**config.mk**
```make
export PLATFORM = sky130hd
export DESIGN_NAME = sensor_command_packet_framer
export DESIGN_NICKNAME = d
export VERILOG_FILES = /design/src/hw/rtl/scpf_pkg.sv /design/src/hw/rtl/scpf_front.sv /design/src/hw/rtl/scpf_queue.sv /design/src/hw/rtl/scpf_back.sv /design/src/hw/rtl/sensor_command_packet_framer.sv
export VERILOG_INCLUDE_DIRS = /design/src /design/src/hw/rtl
export SDC_FILE = /design/constraint.sdc
export NUM_CORES = 1
export LEC_CHECK = 0
export CORE_UTILIZATION = 24
export DETAILED_ROUTE_END_ITERATION = 6
export DONT_BUFFER_PORTS = 1
export MAX_ROUTING_LAYER = met4
export PLACE_DENSITY = 0.39
export SYNTH_ARGS = -nofsm -noshare
export SYNTH_HDL_FRONTEND = slang
export SYNTH_SLANG_ARGS = --single-unit
```
**constraint.sdc**
```tcl
create_clock -name clk -period 3.61 [get_ports clk]
set_input_delay 0.722 -clock clk [delete_from_list [all_inputs] [get_ports clk]]
set_output_delay 0.722 -clock clk [all_outputs]
set_load 0.03 [all_outputs]
```
**src/hw/rtl/sensor_command_packet_framer_defines.svh**
```systemverilog
// ----------------------------------------------------------------------------
// Sensor command packet framer: assertion macros
// Shared assertion forms for the framer's internal checks.
// ----------------------------------------------------------------------------
`ifndef SENSOR_COMMAND_PACKET_FRAMER_DEFINES_SVH
`define SENSOR_COMMAND_PACKET_FRAMER_DEFINES_SVH

// Consequence must hold in the same cycle as the antecedent.
`define SCPF_ASSERT_IMPL(lbl, ante, cons, msg) \
  lbl: assert property (@(posedge clk) disable iff (!rst_n) (ante) |-> (cons)) \
    else $error(msg);

// Condition must never be seen.
`define SCPF_ASSERT_NEVER(lbl, cond, msg) \
  lbl: assert property (@(posedge clk) disable iff (!rst_n) !(cond)) \
    else $error(msg);

`endif

```
**src/hw/rtl/scpf_pkg.sv**
```systemverilog
// ----------------------------------------------------------------------------
// Sensor command packet framer package
// Shared constants, byte positions and job types.
// ----------------------------------------------------------------------------
package scpf_pkg;

  localparam int MAX_PAYLOAD = 63;

  localparam int QDEPTH = 4;
  localparam int QAW    = $clog2(QDEPTH);
  localparam int QCW    = $clog2(QDEPTH + 1);

  localparam logic [1:0] CFG_SYNC_WORD      = 2'd0;
  localparam logic [1:0] CFG_DEVICE_ADDRESS = 2'd1;
  localparam logic [1:0] CFG_PACKET_TYPE    = 2'd2;

  localparam logic [15:0] SYNC_WORD_RST      = 16'hEF01;
  localparam logic [31:0] DEVICE_ADDRESS_RST = 32'hFFFF_FFFF;
  localparam logic [7:0]  PACKET_TYPE_RST    = 8'h01;

  localparam logic [6:0] LEN_OVERHEAD = 7'd3;

  localparam logic [3:0] IDX_SC_HI   = 4'd0;
  localparam logic [3:0] IDX_SC_LO   = 4'd1;
  localparam logic [3:0] IDX_ADDR_3  = 4'd2;
  localparam logic [3:0] IDX_ADDR_2  = 4'd3;
  localparam logic [3:0] IDX_ADDR_1  = 4'd4;
  localparam logic [3:0] IDX_ADDR_0  = 4'd5;
  localparam logic [3:0] IDX_TYPE    = 4'd6;
  localparam logic [3:0] IDX_LEN_HI  = 4'd7;
  localparam logic [3:0] IDX_LEN_LO  = 4'd8;
  localparam logic [3:0] IDX_VALUE   = 4'd9;
  localparam logic [3:0] IDX_SUM_HI  = 4'd10;
  localparam logic [3:0] IDX_SUM_LO  = 4'd11;

  typedef struct packed {
    logic [15:0] sync_word;
    logic [31:0] device_address;
    logic [7:0]  packet_type;
  } cfg_t;

  typedef struct packed {
    logic        hdr;
    logic [7:0]  value;
    logic [6:0]  len;
    logic        with_sum;
    logic [15:0] sum;
  } job_t;

  typedef struct packed {
    logic       open_packet;
    logic [5:0] bytes_left;
  } front_stat_t;

endpackage

```
**src/hw/rtl/scpf_front.sv**
```systemverilog
// ----------------------------------------------------------------------------
// Framer front end
// Accepts input items, keeps the packet state and the running sum, and
// turns each useful item into a job for the byte emitter.
// ----------------------------------------------------------------------------
module scpf_front (
  input  logic                  clk,
  input  logic                  rst_n,
  input  logic                  accept,
  input  logic                  first,
  input  logic [5:0]            payload_count,
  input  logic [7:0]            value,
  input  logic [7:0]            packet_type,
  output logic                  push,
  output scpf_pkg::job_t        job,
  output scpf_pkg::front_stat_t stat
);
  import scpf_pkg::*;

  logic        open_r, open_nxt;
  logic [5:0]  left_r, left_nxt;
  logic [15:0] sum_r, sum_nxt;
  logic [5:0]  count_c;
  logic [6:0]  len_c;

  always_comb begin
    count_c = (payload_count > 6'(MAX_PAYLOAD)) ? 6'(MAX_PAYLOAD) : payload_count;
    len_c   = {1'b0, count_c} + LEN_OVERHEAD;
    open_nxt = open_r;
    left_nxt = left_r;
    sum_nxt  = sum_r;
    push     = 1'b0;
    job.hdr      = first;
    job.value    = value;
    job.len      = len_c;
    job.with_sum = 1'b0;
    if (accept) begin
      if (first) begin
        sum_nxt  = 16'(packet_type) + 16'(len_c) + 16'(value);
        left_nxt = count_c;
        open_nxt = (count_c != 6'd0);
        job.with_sum = (count_c == 6'd0);
        push = 1'b1;
      end else if (open_r) begin
        sum_nxt  = sum_r + 16'(value);
        left_nxt = (left_r != 6'd0) ? left_r - 6'd1 : left_r;
        job.with_sum = (left_nxt == 6'd0);
        open_nxt = (left_nxt != 6'd0);
        push = 1'b1;
      end
    end
    job.sum = sum_nxt;
    stat.open_packet = open_r;
    stat.bytes_left  = left_r;
  end

  always_ff @(posedge clk) begin
    if (!rst_n) begin
      open_r <= 1'b0;
      left_r <= '0;
      sum_r  <= '0;
    end else begin
      open_r <= open_nxt;
      left_r <= left_nxt;
      sum_r  <= sum_nxt;
    end
  end

endmodule

```
**src/hw/rtl/scpf_queue.sv**
```systemverilog
// ----------------------------------------------------------------------------
// Framer job queue
// Short first-in first-out store of jobs between front end and emitter.
// ----------------------------------------------------------------------------
module scpf_queue (
  input  logic                   clk,
  input  logic                   rst_n,
  input  logic                   push,
  input  scpf_pkg::job_t         push_job,
  input  logic                   pop,
  output scpf_pkg::job_t         head,
  output logic                   empty,
  output logic                   full,
  output logic [scpf_pkg::QCW-1:0] count
);
  import scpf_pkg::*;

  job_t           mem_r [QDEPTH];
  logic [QAW-1:0] wr_r, wr_nxt;
  logic [QAW-1:0] rd_r, rd_nxt;
  logic [QCW-1:0] cnt_r, cnt_nxt;
  logic           do_push, do_pop;

  always_comb begin
    do_push = push && (cnt_r != QCW'(QDEPTH));
    do_pop  = pop && (cnt_r != '0);
    wr_nxt  = do_push ? wr_r + 1'b1 : wr_r;
    rd_nxt  = do_pop ? rd_r + 1'b1 : rd_r;
    cnt_nxt = cnt_r;
    if (do_push && !do_pop) begin
      cnt_nxt = cnt_r + 1'b1;
    end else if (do_pop && !do_push) begin
      cnt_nxt = cnt_r - 1'b1;
    end
    head  = mem_r[rd_r];
    empty = (cnt_r == '0);
    full  = (cnt_r == QCW'(QDEPTH));
    count = cnt_r;
  end

  always_ff @(posedge clk) begin
    if (do_push) begin
      mem_r[wr_r] <= push_job;
    end
  end

  always_ff @(posedge clk) begin
    if (!rst_n) begin
      wr_r  <= '0;
      rd_r  <= '0;
      cnt_r <= '0;
    end else begin
      wr_r  <= wr_nxt;
      rd_r  <= rd_nxt;
      cnt_r <= cnt_nxt;
    end
  end

endmodule

```
**src/hw/rtl/scpf_back.sv**
```systemverilog
// ----------------------------------------------------------------------------
// Framer byte emitter
// Walks each queued job byte by byte into the registered output stage.
// ----------------------------------------------------------------------------
module scpf_back (
  input  logic           clk,
  input  logic           rst_n,
  input  scpf_pkg::cfg_t cfg,
  input  scpf_pkg::job_t head,
  input  logic           empty,
  output logic           pop,
  output logic           mid,
  output logic           out_tvalid,
  input  logic           out_tready,
  output logic [7:0]     out_tdata,
  output logic           out_tlast
);
  import scpf_pkg::*;

  logic       mid_r, mid_nxt;
  logic [3:0] step_r, step_nxt;
  logic       vld_r, vld_nxt;
  logic [7:0] byte_r;
  logic       last_r;
  logic       load;
  logic [3:0] idx;
  logic [3:0] end_idx;
  logic [7:0] byte_c;

  always_comb begin
    idx     = mid_r ? step_r : (head.hdr ? IDX_SC_HI : IDX_VALUE);
    end_idx = head.with_sum ? IDX_SUM_LO : IDX_VALUE;
    unique case (idx)
      IDX_SC_HI:  byte_c = cfg.sync_word[15:8];
      IDX_SC_LO:  byte_c = cfg.sync_word[7:0];
      IDX_ADDR_3: byte_c = cfg.device_address[31:24];
      IDX_ADDR_2: byte_c = cfg.device_address[23:16];
      IDX_ADDR_1: byte_c = cfg.device_address[15:8];
      IDX_ADDR_0: byte_c = cfg.device_address[7:0];
      IDX_TYPE:   byte_c = cfg.packet_type;
      IDX_LEN_HI: byte_c = 8'd0;
      IDX_LEN_LO: byte_c = {1'b0, head.len};
      IDX_VALUE:  byte_c = head.value;
      IDX_SUM_HI: byte_c = head.sum[15:8];
      IDX_SUM_LO: byte_c = head.sum[7:0];
      default:    byte_c = 8'd0;
    endcase
    load     = (!vld_r || out_tready) && !empty;
    pop      = load && (idx == end_idx);
    mid_nxt  = mid_r;
    step_nxt = step_r;
    vld_nxt  = vld_r && !out_tready;
    if (load) begin
      vld_nxt  = 1'b1;
      mid_nxt  = !pop;
      step_nxt = idx + 4'd1;
    end
  end

  always_ff @(posedge clk) begin
    if (load) begin
      byte_r <= byte_c;
      last_r <= pop && head.with_sum;
    end
  end

  always_ff @(posedge clk) begin
    if (!rst_n) begin
      mid_r  <= 1'b0;
      step_r <= '0;
      vld_r  <= 1'b0;
    end else begin
      mid_r  <= mid_nxt;
      step_r <= step_nxt;
      vld_r  <= vld_nxt;
    end
  end

  assign mid        = mid_r;
  assign out_tvalid = vld_r;
  assign out_tdata  = byte_r;
  assign out_tlast  = last_r;

endmodule

```
**src/hw/rtl/sensor_command_packet_framer.sv**
```systemverilog
// ----------------------------------------------------------------------------
// Sensor command packet framer
// Frames command packets for a serial sensor link, one byte per transaction.
// ----------------------------------------------------------------------------
// Channel   Direction  Carries
// in_*      slave      tuser: first; tdata: payload_count, value
// out_*     master     tdata: out_byte; tlast: last
// cfg_*     slave      register index and write data
//
// An input item is taken every cycle while the job queue has room.
// An opening item yields 10 bytes (12 with an empty payload), a payload item
// 1 byte (3 on the final one); the emitter sends one byte per cycle while
// out_tready is high. Reset is synchronous; configuration is always ready.
// A stalled output holds its byte while the four-job queue fills behind it.
// ----------------------------------------------------------------------------
`include "sensor_command_packet_framer_defines.svh"

module sensor_command_packet_framer (
  input  logic        clk,
  input  logic        rst_n,
  input  logic        in_tvalid,
  output logic        in_tready,
  input  logic [15:0] in_tdata,   // [5:0] payload_count, [13:6] value, [15:14] zero
  input  logic        in_tuser,   // [0] first
  output logic        out_tvalid,
  input  logic        out_tready,
  output logic [7:0]  out_tdata,  // [7:0] out_byte
  output logic        out_tlast,
  input  logic        cfg_valid,
  output logic        cfg_ready,
  input  logic [1:0]  cfg_index,
  input  logic [31:0] cfg_data
);
  import scpf_pkg::*;

  cfg_t           cfg_r;
  logic           in_acc;
  logic           push;
  job_t           push_job;
  job_t           head;
  logic           empty, full, pop, mid;
  logic [QCW-1:0] qcount;
  front_stat_t    stat;

  assign cfg_ready = 1'b1;
  assign in_tready = !full;
  assign in_acc    = in_tvalid && in_tready;

  always_ff @(posedge clk) begin
    if (!rst_n) begin
      cfg_r.sync_word      <= SYNC_WORD_RST;
      cfg_r.device_address <= DEVICE_ADDRESS_RST;
      cfg_r.packet_type    <= PACKET_TYPE_RST;
    end else if (cfg_valid && cfg_ready) begin
      unique case (cfg_index)
        CFG_SYNC_WORD:      cfg_r.sync_word      <= cfg_data[15:0];
        CFG_DEVICE_ADDRESS: cfg_r.device_address <= cfg_data;
        CFG_PACKET_TYPE:    cfg_r.packet_type    <= cfg_data[7:0];
        default: ;
      endcase
    end
  end

  scpf_front u_front (
    .clk           (clk),
    .rst_n         (rst_n),
    .accept        (in_acc),
    .first         (in_tuser),
    .payload_count (in_tdata[5:0]),
    .value         (in_tdata[13:6]),
    .packet_type   (cfg_r.packet_type),
    .push          (push),
    .job           (push_job),
    .stat          (stat)
  );

  scpf_queue u_queue (
    .clk      (clk),
    .rst_n    (rst_n),
    .push     (push),
    .push_job (push_job),
    .pop      (pop),
    .head     (head),
    .empty    (empty),
    .full     (full),
    .count    (qcount)
  );

  scpf_back u_back (
    .clk        (clk),
    .rst_n      (rst_n),
    .cfg        (cfg_r),
    .head       (head),
    .empty      (empty),
    .pop        (pop),
    .mid        (mid),
    .out_tvalid (out_tvalid),
    .out_tready (out_tready),
    .out_tdata  (out_tdata),
    .out_tlast  (out_tlast)
  );

  `SCPF_ASSERT_IMPL(a_no_overflow, push, qcount != QCW'(QDEPTH), "job pushed into full queue")
  `SCPF_ASSERT_IMPL(a_open_has_left, stat.open_packet, stat.bytes_left != 6'd0,
                    "open packet with nothing left")
  `SCPF_ASSERT_IMPL(a_mid_has_job, mid, !empty, "emitter mid-job with empty queue")
  `SCPF_ASSERT_NEVER(a_count_range, qcount > QCW'(QDEPTH), "queue count beyond depth")

endmodule

```
==> results.py <==
metrics = {
    "outcome": {
        "status": "completed",
    },
    "worst_setup_path": {
        "regToRegEndpoint": "u_queue.mem_r[3][9]",
        "crit_top_cell": "ha_1",
        "rr_worst_depth": 12,
        "crit_buf_inv": 1,
        "arrival_ps": 3590,
        "endpoint_kind": "flop",
        "reg2reg_slack_ps": 290,
        "r2r-start": "cfg_r[0]",
        "critical_path.cell_chain": "ha_1, inv_1, fa_1, o21ai_1, a31oi_1, xnor2_1, ha_1, a211o_1, o22a_1, a211oi_1, a21o_1, a21oi_1",
        "critPathMaxFanout": 4,
        "slowest_delay_ps": 460,
        "crit_family": "compound AO/OA/AOI/OAI gates",
        "required_ps": 3880,
        "start_kind": "flop",
        "critical_path_class": "reg2reg",
        "crit_slowest_cell": "dfxtp_1",
    },
    "routing": {
        "routed_via_density": 4.69,
        "ant_nets": 0,
        "wl_mm": 32.1,
        "drt_iter0_drc": 581,
        "first_pass_iters": 5,
        "vias": 7393,
        "drc_errors": 0,
        "drt-wirelength-per-cell_um": 20.4,
    },
    "timing": {
        "relSlewSlack_pct": 40.0,
        "fin_crit_sh_pct": 92.0,
        "period_minus_slack_ps": 3320,
        "slew_viol_final": 0,
        "finalHoldViolCount": 0,
        "setup_viol": 0,
        "fin_ws_ps": 290,
        "rsz0062_at_grt": "no",
        "holdWs_ps": 233,
        "worst_slew_pin_slew_ps": 891,
        "fmax_mhz": 301,
        "skew_ps": 25.3,
    },
    "placement": {
        "hpwl_mm": 22.1,
        "place_ws_ps": -238,
        "place.gp.congestion": 0.808,
        "io_buffers": 0,
    },
    "synthesis": {
        "synth_compound_area_share_pct": 9.94,
        "synthAdderAreaFrac_pct": 5.26,
        "synth.distinct_cells": 70,
        "muxShareOfSynthArea_pct": 8.18,
        "synth_cells": 924,
        "syn-cell-area_mm2": 0.0108,
        "synth_edf_count": 141,
        "async_flop_share_pct": 0,
        "synthFlopType": "edfxtp_1",
        "yosysTopAreaCell": "edfxtp_1",
        "synth_top_family_by_area": "simple AND/OR/NAND/NOR gates",
        "synth.area.top_cells": "edfxtp_1, dfxtp_1, mux4_2",
        "ys_warn_count": 0,
        "ys_seq_elements": 235,
        "netlist.area_leader.share_pct": 39.2,
        "synthesis.nets": 1023,
        "yosysSeqAreaShare_pct": 56.6,
        "synth-xor-area-share_pct": 2.76,
        "syn_avg_cell_area_um2": 11.7,
        "yosys.area_share.simple_pct": 14.3,
    },
    "cells_and_area": {
        "multi_input_area_mm2": 0.00447,
        "n_antenna_cell": 0,
        "register_area_mm2": 0.00612,
        "final_common_cell": "nand2_1",
        "final_cell_mix": "nand2_1, edfxtp_1, dfxtp_1",
        "syn_to_final_growth_pct": 18.0,
        "fin_util_pct": 28.8,
        "layout.nets": 1060,
        "final.fill_count": 4620,
        "drive_above_1_share_pct": 15.8,
    },
    "die": {
        "design.die.area_mm2": 0.0459,
        "pin_count": 68,
        "fp.dieH_um": 214,
        "die_x_um": 214,
        "rows": 77,
        "start_util_pct": 24.4,
        "core_area_mm2": 0.0443,
    },
    "global_routing": {
        "grt_usage_pct": 14.3,
        "grt_pass1_vias": 7414,
        "gr-total-overflow": 0,
        "grt_pass1_wl_mm": 48.3,
        "antenna_found_initial": 0,
        "grt_max_degree": 51,
    },
    "clocking": {
        "cts-buffers-inserted": 28,
        "cts.sinks": 235,
        "clkLatencyLatePin_ps": 570,
        "htree_levels": 1,
        "cts_max_path_buffers": 3,
        "root_buffer": "clkbuf_16",
        "cts_tree": "yes",
        "ctsResizeCount": 0,
        "clkTransAtPathRegs_ps": 60,
        "postCtsSetupBuffers": 0,
        "ctsHoldBuffers": 0,
    },
    "hold_path": {
        "min_to": "cfg_r[26]",
        "min_path_cells": 1,
        "worstHoldPathType": "in2reg",
        "hold_start": "rst_n",
    },
    "power": {
        "power_density_mw_per_mm2": 656,
        "p_leak_nw": 4.64,
        "ir_drop_v": 0.000406,
    },
    "job": {
        "maxCapViolations": 0,
    },
}
where the power goes:
part           internal (mW)  switching [mW]
Sequential              3.21           0.281
Clock                   1.59            1.16
Combinational          0.844            1.28
Total                   5.65            2.72
cell families after synthesis:
group | after synthesis
adder cells (fa/ha/maj) | 43
multiplexers | 47
other | 1
flip-flops | 235
AND/OR/NAND/NOR | 332
XOR/XNOR | 34
AO/OA/AOI/OAI | 154
buffers and inverters | 78
cell usage after synthesis, drive strengths merged (20+ instances only):
library cell  count
a21oi            32
clkbuf           39
dfxtp            94
edfxtp          141
ha               39
inv              30
mux4             33
nand2           143
nand3            59
nor2             55
o21ai            24
xnor2            20
flip-flops by register name, indices dropped and copies added (netlist names), named ones only:
name and flops:
u_back.out_tdata 8, u_front.sum_r 16, u_back.out_tvalid 1, u_back.mid 1
u_back.step_r 4, u_front.open_r 1, u_queue.rd_r 2, u_queue.count 3
u_queue.mem_r 132, u_back.out_tlast 1, cfg_r 56, u_front.left_r 6
u_queue.wr_r 2
worst register-to-register path, stage by stage, from the launching register on:
cell      delay [ps]
dfxtp_1          460
ha_1             220
inv_1             50
fa_1             390
o21ai_1          210
a31oi_1          130
xnor2_1          220
ha_1             280
a211o_1          300
o22a_1           220
a211oi_1         320
a21o_1           150
a21oi_1           80
layout make-up:
cell class	instances	area share, %
Clock buffer	36	5.81
Tap cell	592	5.81
Multi-Input combinational cell	611	35.0
Inverter	31	0.942
Clock inverter	16	1.19
Sequential cell	235	48.0
Timing Repair Buffer	54	3.28
worst max path at each step:
stage / startpoint / to / slack (ps) / cells past startpoint
6_report: cfg_r[0] / u_queue.mem_r[3][9] / 290 / 12
5_1_grt: cfg_r[0] / u_queue.mem_r[3][9] / 70 / 12
4_1_cts: cfg_r[0] / u_queue.mem_r[3][9] / 150 / 12
3_5_place_dp: in_tdata[0] / u_queue.mem_r[0][9] / -240 / 14
3_3_place_gp: in_tdata[0] / u_queue.mem_r[3][8] / -220 / 15
2_1_floorplan: in_tdata[0] / u_queue.mem_r[0][8] / -2 / 15
metrics by stage:
stage / area [um^2] / power (mW) / setup TNS (ps) / cells
finish: 12800 / 8.37 / 0 / 1575
global route: 12800 / 8.82 / 0 / 1575
CTS: 12700 / 8.52 / 0 / 1575
detailed placement: 11900 / 5.73 / -3870 / 1523
global placement: 11900 / 5.72 / -3120 / 1523
floorplan: 10900 / 4.94 / -6.19 / 924
layer usage:
metal / wire length [um] / vias to the layer above / global-route usage [%] / share of wire [%]
met2: 14500 / 138 / 21.8 / 45
met3: 1460 / 35 / 2.54 / 4.5
met1: 15700 / 3719 / 19.9 / 49
met4: 520 / 0 / 2.81 / 1.6
met5: 0 / - / - / 0
li1: - / 3501 / - / -
Power figures use the tool's default switching activity.
